File: config.mk
export PLATFORM = sky130hd
export DESIGN_NAME = command_frame_builder_top_flat
export DESIGN_NICKNAME = d
export VERILOG_FILES = /design/src/sv/cfb_pkg.sv /design/src/sv/cfb_req_if.sv /design/src/sv/cfb_rsp_if.sv /design/src/sv/cfb_front.sv /design/src/sv/cfb_queue.sv /design/src/sv/cfb_back.sv /design/src/sv/command_frame_builder_top.sv /design/src/flat_wrapper.sv
export VERILOG_INCLUDE_DIRS = /design/src /design/src/sv
export SDC_FILE = /design/constraint.sdc
export NUM_CORES = 1
export LEC_CHECK = 0
export BUFFER_PORTS_ARGS = -buffer_cell sky130_fd_sc_hd__buf_2
export CORE_MARGIN = 5
export CORE_UTILIZATION = 60
export CTS_BUF_LIST = sky130_fd_sc_hd__clkbuf_2 sky130_fd_sc_hd__clkbuf_4 sky130_fd_sc_hd__clkbuf_8
export DETAILED_ROUTE_END_ITERATION = 8
export PLACE_DENSITY = 0.89
export SYNTH_ARGS = -nofsm -noshare
export SYNTH_HDL_FRONTEND = slang
export SYNTH_SLANG_ARGS = --single-unit
File: constraint.sdc
create_clock -name clock -period 5.75 [get_ports clock]
set_input_delay 0.8625 -clock clock [delete_from_list [all_inputs] [get_ports clock]]
set_output_delay 0.8625 -clock clock [all_outputs]
set_load 0.1 [all_outputs]
File: src/sv/assert_macros.svh
// Assertion macros shared by the frame builder modules.
// Each macro expands to one labeled concurrent assertion that reports by $error.
`ifndef ASSERT_MACROS_SVH
`define ASSERT_MACROS_SVH

// The expression must hold at every clock edge outside reset.
`define ASSERT_ALWAYS(label, clk, rst, expr, msg) \
   label: assert property (@(posedge clk) disable iff (rst) (expr)) else $error(msg);

// The consequent must hold in the same cycle as the antecedent.
`define ASSERT_IMPLIES(label, clk, rst, ante, cons, msg) \
   label: assert property (@(posedge clk) disable iff (rst) (ante) |-> (cons)) \
      else $error(msg);

// The consequent must hold in the cycle after the antecedent.
`define ASSERT_NEXT(label, clk, rst, ante, cons, msg) \
   label: assert property (@(posedge clk) disable iff (rst) (ante) |=> (cons)) \
      else $error(msg);

`endif

File: src/sv/cfb_pkg.sv
`timescale 1ns / 1ps
// ----------------------------------------------------------------------------
// Command frame builder package
// Shared constants, job codes and the job record passed from front to back.
// ----------------------------------------------------------------------------
package cfb_pkg;

   // Fixed frame bytes.
   localparam logic [7:0] SOF_BYTE  = 8'h55;
   localparam logic [7:0] REPLY_BIT = 8'h80;
   localparam logic [7:0] EOF_BYTE  = 8'haa;

   // Input opcodes.
   localparam logic OP_START   = 1'b0;
   localparam logic OP_PAYLOAD = 1'b1;

   // Default depth of the job queue between front and back.
   localparam int QUEUE_DEPTH = 4;

   // Byte positions within a frame as the back end walks them.
   localparam logic [2:0] STEP_SOF = 3'd0;
   localparam logic [2:0] STEP_CMD = 3'd1;
   localparam logic [2:0] STEP_MID = 3'd2;
   localparam logic [2:0] STEP_CHK = 3'd3;
   localparam logic [2:0] STEP_EOF = 3'd4;

   // Kind of work the back end carries out for one accepted beat.
   typedef enum logic [1:0] {
      JOB_START = 2'b00,
      JOB_DATA  = 2'b01,
      JOB_STRAY = 2'b10
   } job_kind_type;

   // One queued job. The middle byte is the length for a start and the
   // payload byte for data. When tail is set the checksum and trailer follow.
   typedef struct packed {
      job_kind_type kind;
      logic [7:0]   cmd_byte;
      logic [7:0]   mid_byte;
      logic [7:0]   chk_byte;
      logic         tail;
   } job_type;

endpackage

File: src/sv/cfb_req_if.sv
`timescale 1ns / 1ps
// ----------------------------------------------------------------------------
// Request channel interface
// Valid/ready channel that carries one command or payload beat.
// ----------------------------------------------------------------------------
interface cfb_req_if;
   logic       valid;
   logic       ready;
   logic       opcode;
   logic [7:0] command_code;
   logic       is_reply;
   logic [7:0] payload_length;
   logic [7:0] data_byte;

   modport source (
      output valid, opcode, command_code, is_reply, payload_length, data_byte,
      input  ready
   );

   modport sink (
      input  valid, opcode, command_code, is_reply, payload_length, data_byte,
      output ready
   );
endinterface

File: src/sv/cfb_rsp_if.sv
`timescale 1ns / 1ps
// ----------------------------------------------------------------------------
// Response channel interface
// Valid/ready channel that carries one byte of the framed stream per beat.
// ----------------------------------------------------------------------------
interface cfb_rsp_if;
   logic       valid;
   logic       ready;
   logic [7:0] out_byte;
   logic       end_of_frame;
   logic       last_of_run;
   logic       stray_byte;

   modport source (
      output valid, out_byte, end_of_frame, last_of_run, stray_byte,
      input  ready
   );

   modport sink (
      input  valid, out_byte, end_of_frame, last_of_run, stray_byte,
      output ready
   );
endinterface

File: src/sv/cfb_front.sv
`timescale 1ns / 1ps
// ----------------------------------------------------------------------------
// Frame builder front end
// Accepts request beats, tracks the open frame and its checksum, and turns
// each beat into one job for the back end.
// ----------------------------------------------------------------------------
`include "assert_macros.svh"

module cfb_front (
   input  logic             clock,
   input  logic             reset,
   cfb_req_if.sink          req_chan,
   output logic             push_valid,
   input  logic             push_ready,
   output cfb_pkg::job_type push_job
);
   import cfb_pkg::*;

   logic       frame_open_ff, frame_open_in;
   logic [7:0] running_sum_ff, running_sum_in;
   logic [7:0] bytes_left_ff, bytes_left_in;

   logic       accept;
   logic [7:0] cmd_byte;
   logic [7:0] start_sum;
   logic [7:0] data_sum;
   logic [7:0] data_left;

   assign req_chan.ready = push_ready;
   assign push_valid     = req_chan.valid;
   assign accept         = req_chan.valid && push_ready;

   // Header sums; the trailer byte is counted up front.
   assign cmd_byte  = req_chan.is_reply ? (req_chan.command_code | REPLY_BIT)
                                        : req_chan.command_code;
   assign start_sum = 8'(SOF_BYTE + cmd_byte + req_chan.payload_length + EOF_BYTE);
   assign data_sum  = 8'(running_sum_ff + req_chan.data_byte);
   assign data_left = 8'(bytes_left_ff - 8'd1);

   // Build the job and the next frame state for the beat on the channel.
   always_comb begin
      frame_open_in  = frame_open_ff;
      running_sum_in = running_sum_ff;
      bytes_left_in  = bytes_left_ff;
      push_job.kind     = JOB_STRAY;
      push_job.cmd_byte = cmd_byte;
      push_job.mid_byte = req_chan.data_byte;
      push_job.chk_byte = 8'(8'd0 - data_sum);
      push_job.tail     = 1'b0;
      if (req_chan.opcode == OP_START) begin
         push_job.kind     = JOB_START;
         push_job.mid_byte = req_chan.payload_length;
         push_job.chk_byte = 8'(8'd0 - start_sum);
         if (req_chan.payload_length == 8'd0) begin
            // Empty frame closes at once.
            push_job.tail  = 1'b1;
            frame_open_in  = 1'b0;
            running_sum_in = 8'd0;
            bytes_left_in  = 8'd0;
         end else begin
            frame_open_in  = 1'b1;
            running_sum_in = start_sum;
            bytes_left_in  = req_chan.payload_length;
         end
      end else if (frame_open_ff) begin
         push_job.kind = JOB_DATA;
         if (data_left == 8'd0) begin
            push_job.tail  = 1'b1;
            frame_open_in  = 1'b0;
            running_sum_in = 8'd0;
            bytes_left_in  = 8'd0;
         end else begin
            running_sum_in = data_sum;
            bytes_left_in  = data_left;
         end
      end
   end

   // Frame state advances only on an accepted beat.
   always_ff @(posedge clock) begin
      if (reset) begin
         frame_open_ff  <= 1'b0;
         running_sum_ff <= 8'd0;
         bytes_left_ff  <= 8'd0;
      end else if (accept) begin
         frame_open_ff  <= frame_open_in;
         running_sum_ff <= running_sum_in;
         bytes_left_ff  <= bytes_left_in;
      end
   end

   `ASSERT_IMPLIES(a_open_has_bytes, clock, reset, frame_open_ff, bytes_left_ff != 8'd0,
      "open frame with no payload bytes due")
   `ASSERT_IMPLIES(a_closed_is_clear, clock, reset, !frame_open_ff,
      running_sum_ff == 8'd0 && bytes_left_ff == 8'd0, "closed frame left state behind")

endmodule

File: src/sv/cfb_queue.sv
`timescale 1ns / 1ps
// ----------------------------------------------------------------------------
// Frame builder job queue
// Small first-word-fall-through queue that decouples front and back ends.
// ----------------------------------------------------------------------------
`include "assert_macros.svh"

module cfb_queue #(
   parameter int Depth = cfb_pkg::QUEUE_DEPTH
) (
   input  logic             clock,
   input  logic             reset,
   input  logic             push_valid,
   output logic             push_ready,
   input  cfb_pkg::job_type push_job,
   output logic             pop_valid,
   input  logic             pop,
   output cfb_pkg::job_type pop_job
);
   import cfb_pkg::*;

   localparam int PtrW = (Depth > 1) ? $clog2(Depth) : 1;
   localparam int CntW = $clog2(Depth + 1);

   job_type         mem_ff [Depth];
   logic [PtrW-1:0] wr_ptr_ff, wr_ptr_in;
   logic [PtrW-1:0] rd_ptr_ff, rd_ptr_in;
   logic [CntW-1:0] count_ff, count_in;
   logic            push_fire;

   assign push_ready = (count_ff != CntW'(Depth));
   assign pop_valid  = (count_ff != '0);
   assign push_fire  = push_valid && push_ready;
   assign pop_job    = mem_ff[rd_ptr_ff];

   // Pointers wrap at the last entry; occupancy follows push and pop.
   always_comb begin
      wr_ptr_in = wr_ptr_ff;
      rd_ptr_in = rd_ptr_ff;
      count_in  = count_ff;
      if (push_fire) begin
         wr_ptr_in = (wr_ptr_ff == PtrW'(Depth - 1)) ? '0 : wr_ptr_ff + PtrW'(1);
      end
      if (pop) begin
         rd_ptr_in = (rd_ptr_ff == PtrW'(Depth - 1)) ? '0 : rd_ptr_ff + PtrW'(1);
      end
      if (push_fire && !pop) begin
         count_in = count_ff + CntW'(1);
      end else if (pop && !push_fire) begin
         count_in = count_ff - CntW'(1);
      end
   end

   always_ff @(posedge clock) begin
      if (reset) begin
         wr_ptr_ff <= '0;
         rd_ptr_ff <= '0;
         count_ff  <= '0;
      end else begin
         wr_ptr_ff <= wr_ptr_in;
         rd_ptr_ff <= rd_ptr_in;
         count_ff  <= count_in;
      end
   end

   // Storage needs no reset.
   always_ff @(posedge clock) begin
      if (push_fire) begin
         mem_ff[wr_ptr_ff] <= push_job;
      end
   end

   `ASSERT_IMPLIES(a_no_pop_empty, clock, reset, pop, count_ff != '0,
      "job popped from an empty queue")
   `ASSERT_ALWAYS(a_count_bound, clock, reset, count_ff <= CntW'(Depth),
      "queue occupancy above its depth")

endmodule

File: src/sv/cfb_back.sv
`timescale 1ns / 1ps
// ----------------------------------------------------------------------------
// Frame builder back end
// Walks the head job one byte per cycle, unless the response channel stalls,
// into a registered response beat, popping the job with its last byte.
// ----------------------------------------------------------------------------
`include "assert_macros.svh"

module cfb_back (
   input  logic             clock,
   input  logic             reset,
   input  logic             pop_valid,
   output logic             pop,
   input  cfb_pkg::job_type pop_job,
   cfb_rsp_if.source        rsp_chan
);
   import cfb_pkg::*;

   logic [2:0] step_ff, step_in;
   logic       rsp_valid_ff, rsp_valid_in;
   logic [7:0] out_byte_ff;
   logic       end_of_frame_ff;
   logic       last_of_run_ff;
   logic       stray_byte_ff;

   logic       load;
   logic [2:0] pos;
   logic [7:0] next_byte;
   logic       next_eof;
   logic       next_last;
   logic       next_stray;

   // Data jobs enter the frame walk at the middle byte.
   assign pos = (pop_job.kind == JOB_DATA) ? 3'(step_ff + STEP_MID) : step_ff;

   // Select the byte for the current position of the head job.
   always_comb begin
      next_eof   = 1'b0;
      next_stray = 1'b0;
      next_last  = 1'b0;
      unique case (pos)
         STEP_SOF: next_byte = SOF_BYTE;
         STEP_CMD: next_byte = pop_job.cmd_byte;
         STEP_MID: begin
            next_byte = pop_job.mid_byte;
            next_last = !pop_job.tail;
         end
         STEP_CHK: next_byte = pop_job.chk_byte;
         STEP_EOF: begin
            next_byte = EOF_BYTE;
            next_eof  = 1'b1;
            next_last = 1'b1;
         end
         default:  next_byte = 8'd0;
      endcase
      if (pop_job.kind == JOB_STRAY) begin
         next_byte  = 8'd0;
         next_eof   = 1'b0;
         next_stray = 1'b1;
         next_last  = 1'b1;
      end
   end

   // The output register takes a new beat when empty or being drained.
   assign load = pop_valid && (!rsp_valid_ff || rsp_chan.ready);
   assign pop  = load && next_last;

   always_comb begin
      step_in      = step_ff;
      rsp_valid_in = rsp_valid_ff;
      if (load) begin
         step_in      = next_last ? 3'd0 : 3'(step_ff + 3'd1);
         rsp_valid_in = 1'b1;
      end else if (rsp_chan.ready) begin
         rsp_valid_in = 1'b0;
      end
   end

   always_ff @(posedge clock) begin
      if (reset) begin
         step_ff      <= 3'd0;
         rsp_valid_ff <= 1'b0;
      end else begin
         step_ff      <= step_in;
         rsp_valid_ff <= rsp_valid_in;
      end
   end

   // Response payload register.
   always_ff @(posedge clock) begin
      if (load) begin
         out_byte_ff     <= next_byte;
         end_of_frame_ff <= next_eof;
         last_of_run_ff  <= next_last;
         stray_byte_ff   <= next_stray;
      end
   end

   assign rsp_chan.valid        = rsp_valid_ff;
   assign rsp_chan.out_byte     = out_byte_ff;
   assign rsp_chan.end_of_frame = end_of_frame_ff;
   assign rsp_chan.last_of_run  = last_of_run_ff;
   assign rsp_chan.stray_byte   = stray_byte_ff;

   `ASSERT_IMPLIES(a_eof_ends_run, clock, reset, rsp_valid_ff && end_of_frame_ff,
      last_of_run_ff && !stray_byte_ff, "trailer beat not marked last")
   `ASSERT_NEXT(a_pop_resets_step, clock, reset, pop, step_ff == 3'd0,
      "step counter not cleared after job")

endmodule

File: src/sv/command_frame_builder_top.sv
`timescale 1ns / 1ps
// Command frame builder. Each request beat is either a start (command, reply
// flag, length) or one payload byte; the response channel carries the framed
// stream 0x55, command, length, payload, checksum, 0xaa one byte per beat, with
// last_of_run marking the final byte caused by each request. A request is
// accepted in any cycle the job queue has room. The job is written into the
// queue, and the back end then registers its first byte into the response
// register before it is presented on the response channel. The back end emits
// one byte per cycle while the response channel is ready, so a payload beat
// yields one byte, a start beat three bytes, and the closing beat of a frame
// (the last payload byte, or an empty start) three or five bytes; the queue
// absorbs these bursts while requests keep flowing.
// ----------------------------------------------------------------------------
// Command frame builder top level
// Connects the front end, job queue and back end.
// ----------------------------------------------------------------------------
module command_frame_builder_top #(
   parameter int QueueDepth = cfb_pkg::QUEUE_DEPTH
) (
   input  logic       clock,
   input  logic       reset,
   cfb_req_if.sink    req_chan,
   cfb_rsp_if.source  rsp_chan
);
   import cfb_pkg::*;

   logic    push_valid;
   logic    push_ready;
   job_type push_job;
   logic    pop_valid;
   logic    pop;
   job_type pop_job;

   cfb_front u_front (
      .clock      (clock),
      .reset      (reset),
      .req_chan   (req_chan),
      .push_valid (push_valid),
      .push_ready (push_ready),
      .push_job   (push_job)
   );

   cfb_queue #(
      .Depth (QueueDepth)
   ) u_queue (
      .clock      (clock),
      .reset      (reset),
      .push_valid (push_valid),
      .push_ready (push_ready),
      .push_job   (push_job),
      .pop_valid  (pop_valid),
      .pop        (pop),
      .pop_job    (pop_job)
   );

   cfb_back u_back (
      .clock     (clock),
      .reset     (reset),
      .pop_valid (pop_valid),
      .pop       (pop),
      .pop_job   (pop_job),
      .rsp_chan  (rsp_chan)
   );

endmodule

File: src/flat_wrapper.sv
// flat-port wrapper written by rule: the top's interface ports become plain ports
module command_frame_builder_top_flat import cfb_pkg::*;
#(
   parameter int QueueDepth = cfb_pkg::QUEUE_DEPTH
)
  (clock, reset, req_chan_valid, req_chan_opcode, req_chan_command_code, req_chan_is_reply, req_chan_payload_length, req_chan_data_byte, req_chan_ready, rsp_chan_valid, rsp_chan_out_byte, rsp_chan_end_of_frame, rsp_chan_last_of_run, rsp_chan_stray_byte, rsp_chan_ready);
  cfb_req_if req_chan_i ();
  cfb_rsp_if rsp_chan_i ();
  input  logic clock;
  input  logic reset;
  input wire logic [$bits(req_chan_i.valid)-1:0] req_chan_valid;
  input wire logic [$bits(req_chan_i.opcode)-1:0] req_chan_opcode;
  input wire logic [$bits(req_chan_i.command_code)-1:0] req_chan_command_code;
  input wire logic [$bits(req_chan_i.is_reply)-1:0] req_chan_is_reply;
  input wire logic [$bits(req_chan_i.payload_length)-1:0] req_chan_payload_length;
  input wire logic [$bits(req_chan_i.data_byte)-1:0] req_chan_data_byte;
  output wire logic [$bits(req_chan_i.ready)-1:0] req_chan_ready;
  output wire logic [$bits(rsp_chan_i.valid)-1:0] rsp_chan_valid;
  output wire logic [$bits(rsp_chan_i.out_byte)-1:0] rsp_chan_out_byte;
  output wire logic [$bits(rsp_chan_i.end_of_frame)-1:0] rsp_chan_end_of_frame;
  output wire logic [$bits(rsp_chan_i.last_of_run)-1:0] rsp_chan_last_of_run;
  output wire logic [$bits(rsp_chan_i.stray_byte)-1:0] rsp_chan_stray_byte;
  input wire logic [$bits(rsp_chan_i.ready)-1:0] rsp_chan_ready;
  assign req_chan_i.valid = req_chan_valid;
  assign req_chan_i.opcode = req_chan_opcode;
  assign req_chan_i.command_code = req_chan_command_code;
  assign req_chan_i.is_reply = req_chan_is_reply;
  assign req_chan_i.payload_length = req_chan_payload_length;
  assign req_chan_i.data_byte = req_chan_data_byte;
  assign req_chan_ready = req_chan_i.ready;
  assign rsp_chan_valid = rsp_chan_i.valid;
  assign rsp_chan_out_byte = rsp_chan_i.out_byte;
  assign rsp_chan_end_of_frame = rsp_chan_i.end_of_frame;
  assign rsp_chan_last_of_run = rsp_chan_i.last_of_run;
  assign rsp_chan_stray_byte = rsp_chan_i.stray_byte;
  assign rsp_chan_i.ready = rsp_chan_ready;
  command_frame_builder_top #(.QueueDepth(QueueDepth)) u_core (.clock(clock), .reset(reset), .req_chan(req_chan_i), .rsp_chan(rsp_chan_i));
endmodule
# Word level (Yosys, flattened, before mapping)
# Memory sizes are Yosys's and may differ from the RTL's. A register that Yosys moved wholly into a read port is not among the register bits.
# Index checks and enable logic that the tools add are counted.
# Widths: inputs -> output; s select.
# word_totals
reg_bits,39
ramBits,108
in_bits,30
output_inout_bits,13
elab_cells,90
mem_count,1
# mem_list
name,words,width,read_ports,rd_clocked_by_memory_dff,wr,line_no,rtl
u_core.u_queue.mem_ff,4,27,1,1,1,cfb_queue.sv:25,job_type mem_ff [Depth];
# op_classes
add_sub_neg,13
n_eq_ne,10
mux,37
n_reduce_logical,17
# op_table
op,count
$mux 8,9
$pmux 8 s5,1
$add 8x8->8,2
$logic_not 8->1,2
$mux 16,1
$sub 1x8->8 const A,2
$mux 1,15
$mux 2,6
$mux 3,4
$add 7x8->8 const A,1
$add 8x8->8 const B,1
$sub 8x1->8 const B,1
$add 3x1->3 const B,2
$eq 2x2->1 const B,3
$eq 3x2->1 const B,2
$logic_and 1x1->1,5
$add 2x1->2 const B,2
$logic_not 1->1,4
$reduce_bool 2->1,2
$add 3x2->3 const B,1
$eq 3x1->1 const B,1
$eq 3x3->1 const B,1
$logic_not 3->1,1
$ne 3x3->1 const B,1
other kinds (7),7

# Longest topological paths before layout
# logic_depth
ltp_word,9
ltp_mapped,13
ltp_nobuf,12

# Modules after synthesis
# From an unflattened synthesis, not the netlist that was laid out.
# unflattened
hier_cells,580
area_unflattened_um2,7487.2
# modules_own_cells
mod,instances,cells_per_inst,area_per_inst_um2,seq_area_each_um2
cfb_queue,1,189,4384.2,3423.3
cfb_front,1,289,2127.0,340.3
cfb_back,1,102,975.9,410.4

# Worst setup path before layout
# No wires, ideal clock.
# synth_path
kind,in2reg
start,in req_chan_payload_length[1]
end,mem u_core.u_queue.mem_ff[0][8] in the netlist's numbering (data pin)
setup_time_ns,0.273
t_arrival_ns,2.846
t_required_ns,5.477
slack_ns,2.630
cell_stages,12
n_path_buf,0
path_cell_list,inv_1 > ha_1 > inv_1 > ha_1 > inv_1 > fa_1 > nor2b_1 > o21ai_0 > or3b_2 > a22oi_1 > nand4_1 > xnor2_1
# synth_rtl
element,line_no,rtl
start: declaration,flat_wrapper.sv:15,input wire logic [$bits(req_chan_i.payload_length)-1:0] req_chan_payload_length;
end: declaration,cfb_queue.sv:25,

==> results.md <==
* Max-Cap Viols at 0
* Synth warnings at 0
* CORE AREA at between 10000 and 15000 um^2
* Fin nets at 690
* Worst-path clk slew at 80 ps
* Area contributors post-synth: edfxtp_1 (49%), mux4_2 (8.3%), dfxtp_1 (8.2%)
* Worst Setup Path Type: flip-flop to flip-flop
* Die H at around 120 um
* Initial antenna violation count at 0
* Final Critical Period at 3780 ps
* CTS Buf Count at 17
* First-pass GRT wire length at 25.1 mm
* Synth Cell Area at 7330 um^2
* RD Place Congestion at 0.963
* Storage element area at 4180 um^2
* Synth Instances at 583
* Sequential Power Share at 41.2%
* Drt drc at 0
* Power density cells at 455 nW/um^2
* Worst Tran Pin Value at 1180 ps
* Hold path start: u_core.u_back.rsp_chan.valid
* Leakage power at 2.95 nW
* Clock Sinks at 149
* Rel. slew slack at 21.2%
* Avg Inst Size Synth at 12.6 um^2
* DR WL/cell at 19.6 um
* Top sig layer: met4
* Max H-tree Level at 4
* Most frequent cell after synthesis: edfxtp_1
* Main flop type after synthesis: edfxtp_1
* Layout filler cell count at 801
* Sw frac at 40.0%
* Final instance area at 8000 um^2
* Met2 WL at 7.82 mm
* Fin util at 66.6%
* Clock Skew at 12.5 ps
* Cts hold-fix bufs at 0
* Worst IR Drop VDD at 0.000166 V
* Clk network pwr share at 19.2%
* IO buf count at between 40 and 50
* Post-CTS sizing at 0
* Most frequent CP cell: inv_1
* Critical Path Max Stage Delay at between 600 and 700 ps
* Max Freq at 265 MHz
* Final setup fails at 0
* CTS max path bufs at 2
* Seq/Total Area, Yosys at roughly 57%
* Clock latency on the worst-skew pair at about 450 ps
* Gr usage total at 22.6%
* Worst-path cell chain: buf_4 > mux4_2 > and2b_4 > a211o_4 > and2_4 > inv_1 > ha_1 > inv_1 > fa_1 > xor2_1 > or3_1 > a21oi_1
* Grt ovf at 0
* WL final at 15.4 mm
* Critical path endpoint category: flip-flop
* DP Area at 7660 um^2
* Synthesized Nets at 646
* HPWL after DPL at around 11 mm
* Row cnt at 40
* Metal-1 WL at approximately 6 mm
* Share of flip-flops with an asynchronous set or reset at 0%
* Pint at around 2.2 mW
* CP Data Required Time at 6130 ps
* Die area at roughly 15000 um^2
* Area of the multi-input gates at about 2900 um^2
* Postcts setup bufs at 0
* Net Sw Power at 1.45 mW
* Initial DRC Count at about 330
* Share of layout cells above drive strength 1 at 19.1%
* Via count at 4852
* Final hold vios at 0
* Post-synthesis cell type count at 61
* Starting density of the core at 61.0%
* Min-delay worst type: flip-flop to flip-flop
* Clock root buffer: clkbuf_8
* CTS tree: yes
* Setup TNS at 0 ps
* Syn-to-layout area delta at 9.17%
* Number of synthesized flops with an enable pin at ~120
* WP data arrival at about 4200 ps
* Vias/cell at 6.17
* First-pass DRT Iterations at 5
* Vias in the first global route at 4939
* Largest net degree at the start of global routing at 44
* Status: completed
* Die width at 121 um
* Max-slew violations at 0
* Crit-path max FO at 18
* CP startpoint kind: flip-flop
* Synth area leader: edfxtp_1
* ANT cells at 0
* Slowest cell on the critical path: mux4_2
* Tcrit/Tclk final at 65.7%
* Most frequent cells after synthesis: edfxtp_1 (119), nor2_1 (48), inv_1 (46)
* Final ANT Viol Nets at 0
* # IOs at 43
* RSZ-0062 raised after global routing: false
* Comb power frac at 39.6%
* Routed length on met3 at 1.01 mm
* #FFs+latches synth at 149
* Synth top area share at 48.8%
## metal layers
layer / vias up / track usage (%)
met5: - / 0
met4: 0 / 9.70
met3: 35 / 5.33
met1: 2348 / 27.9
met2: 209 / 38.2
li1: 2260 / -
## cells by family after synthesis
family                   Yosys count  synth area share [%]
AND/OR/NAND/NOR                  151                  10.1
flip-flops                       149                  57.0
AO/OA/AOI/OAI                    120                  10.6
buffers and inverters             69                  3.83
multiplexers                      36                  9.58
adder cells (fa/ha/maj)           33                  5.94
XOR/XNOR                          25                  2.99
## layout make-up
cell class	instances	share of cell area [%]
inverter	46	2.16
multi-input combinational	365	35.9
clock inverter	15	1.31
tap	147	2.30
timing repair buffer	48	3.19
sequential	149	52.2
clock buffer	17	2.93
## flip-flops by register name, summed over array words and instances (netlist names), named ones only
| register | flops |
|---|---|
| u_core.u_queue.mem_ff | 108 |
| u_core.u_back.rsp_chan.out_byte | 8 |
| u_core.u_front.bytes_left_ff | 8 |
| u_core.u_front.running_sum_ff | 8 |
| u_core.u_back.step_ff | 3 |
| u_core.u_queue.count_ff | 3 |
| u_core.u_queue.rd_ptr_ff | 2 |
| u_core.u_queue.wr_ptr_ff | 2 |
| u_core.u_back.rsp_chan.end_of_frame | 1 |
| u_core.u_back.rsp_chan.last_of_run | 1 |
| u_core.u_back.rsp_chan.stray_byte | 1 |
| u_core.u_back.rsp_chan.valid | 1 |
| u_core.u_front.frame_open_ff | 1 |
## power groups by stage
stage / Sequential [mW] / Combinational [mW] / Clock, mW
after global placement: 1.50 / 1.38 / 0
after detailed placement: 1.52 / 1.43 / 0
after floorplan: 1.78 / 0.882 / 0
after CTS: 1.50 / 1.44 / 0.712
after global routing: 1.52 / 1.56 / 0.763
final: 1.50 / 1.44 / 0.699
## path summary, 6_finish.rpt
| check | endpoint | slack, ps | cells after the start |
|---|---|---|---|
| worst max register to register | u_core.u_queue.count_ff[2] | 1970 | 12 |
| worst min register to register | u_core.u_back.rsp_chan.valid | 480 | 2 |
| worst max-delay path | u_core.u_queue.count_ff[2] | 1970 | 12 |
| worst min-delay path | u_core.u_back.rsp_chan.valid | 480 | 2 |
## metrics by stage
stage,std cells,setup slack [ps],power [mW],hold WS [ps]
after floorplan,583,2630,2.66,457
after global placement,755,2060,2.88,455
after detailed placement,755,1960,2.95,464
after CTS,787,1950,3.65,479
after global routing,787,1760,3.84,497
final,787,1970,3.64,483
## cell usage in the layout (no fill, tap or decap), drive strengths merged, types with 4 or more instances in the layout
cell type	Yosys	layout
nand2	40	40
o21ai	34	34
inv	46	50
nand2b	8	8
nor3b	4	4
nor3	16	16
a21o	5	5
nand3	6	6
ha	30	30
or3b	6	6
a21oi	26	26
nor2b	4	4
mux4	27	27
xor2	8	8
clkinvlp	0	4
o22ai	4	4
xnor2	17	17
a221oi	6	6
edfxtp	119	119
buf	9	48
dfxtp	30	30
clkinv	0	7
clkbuf	14	17
o211ai	4	4
mux2i	6	6
and2	8	8
a211oi	14	14
a22oi	6	6
nor2	48	48
## critical path, delay by kind of cell (launching register included)
kind	cells	cell delay [ps]
XOR/XNOR	1	170
AND/OR/NAND/NOR	3	730
multiplexers	1	690
flip-flops	1	540
buffers and inverters	3	530
adder cells (fa/ha/maj)	2	540
AO/OA/AOI/OAI	2	490
Note: power is estimated with default switching activity, not from simulation.
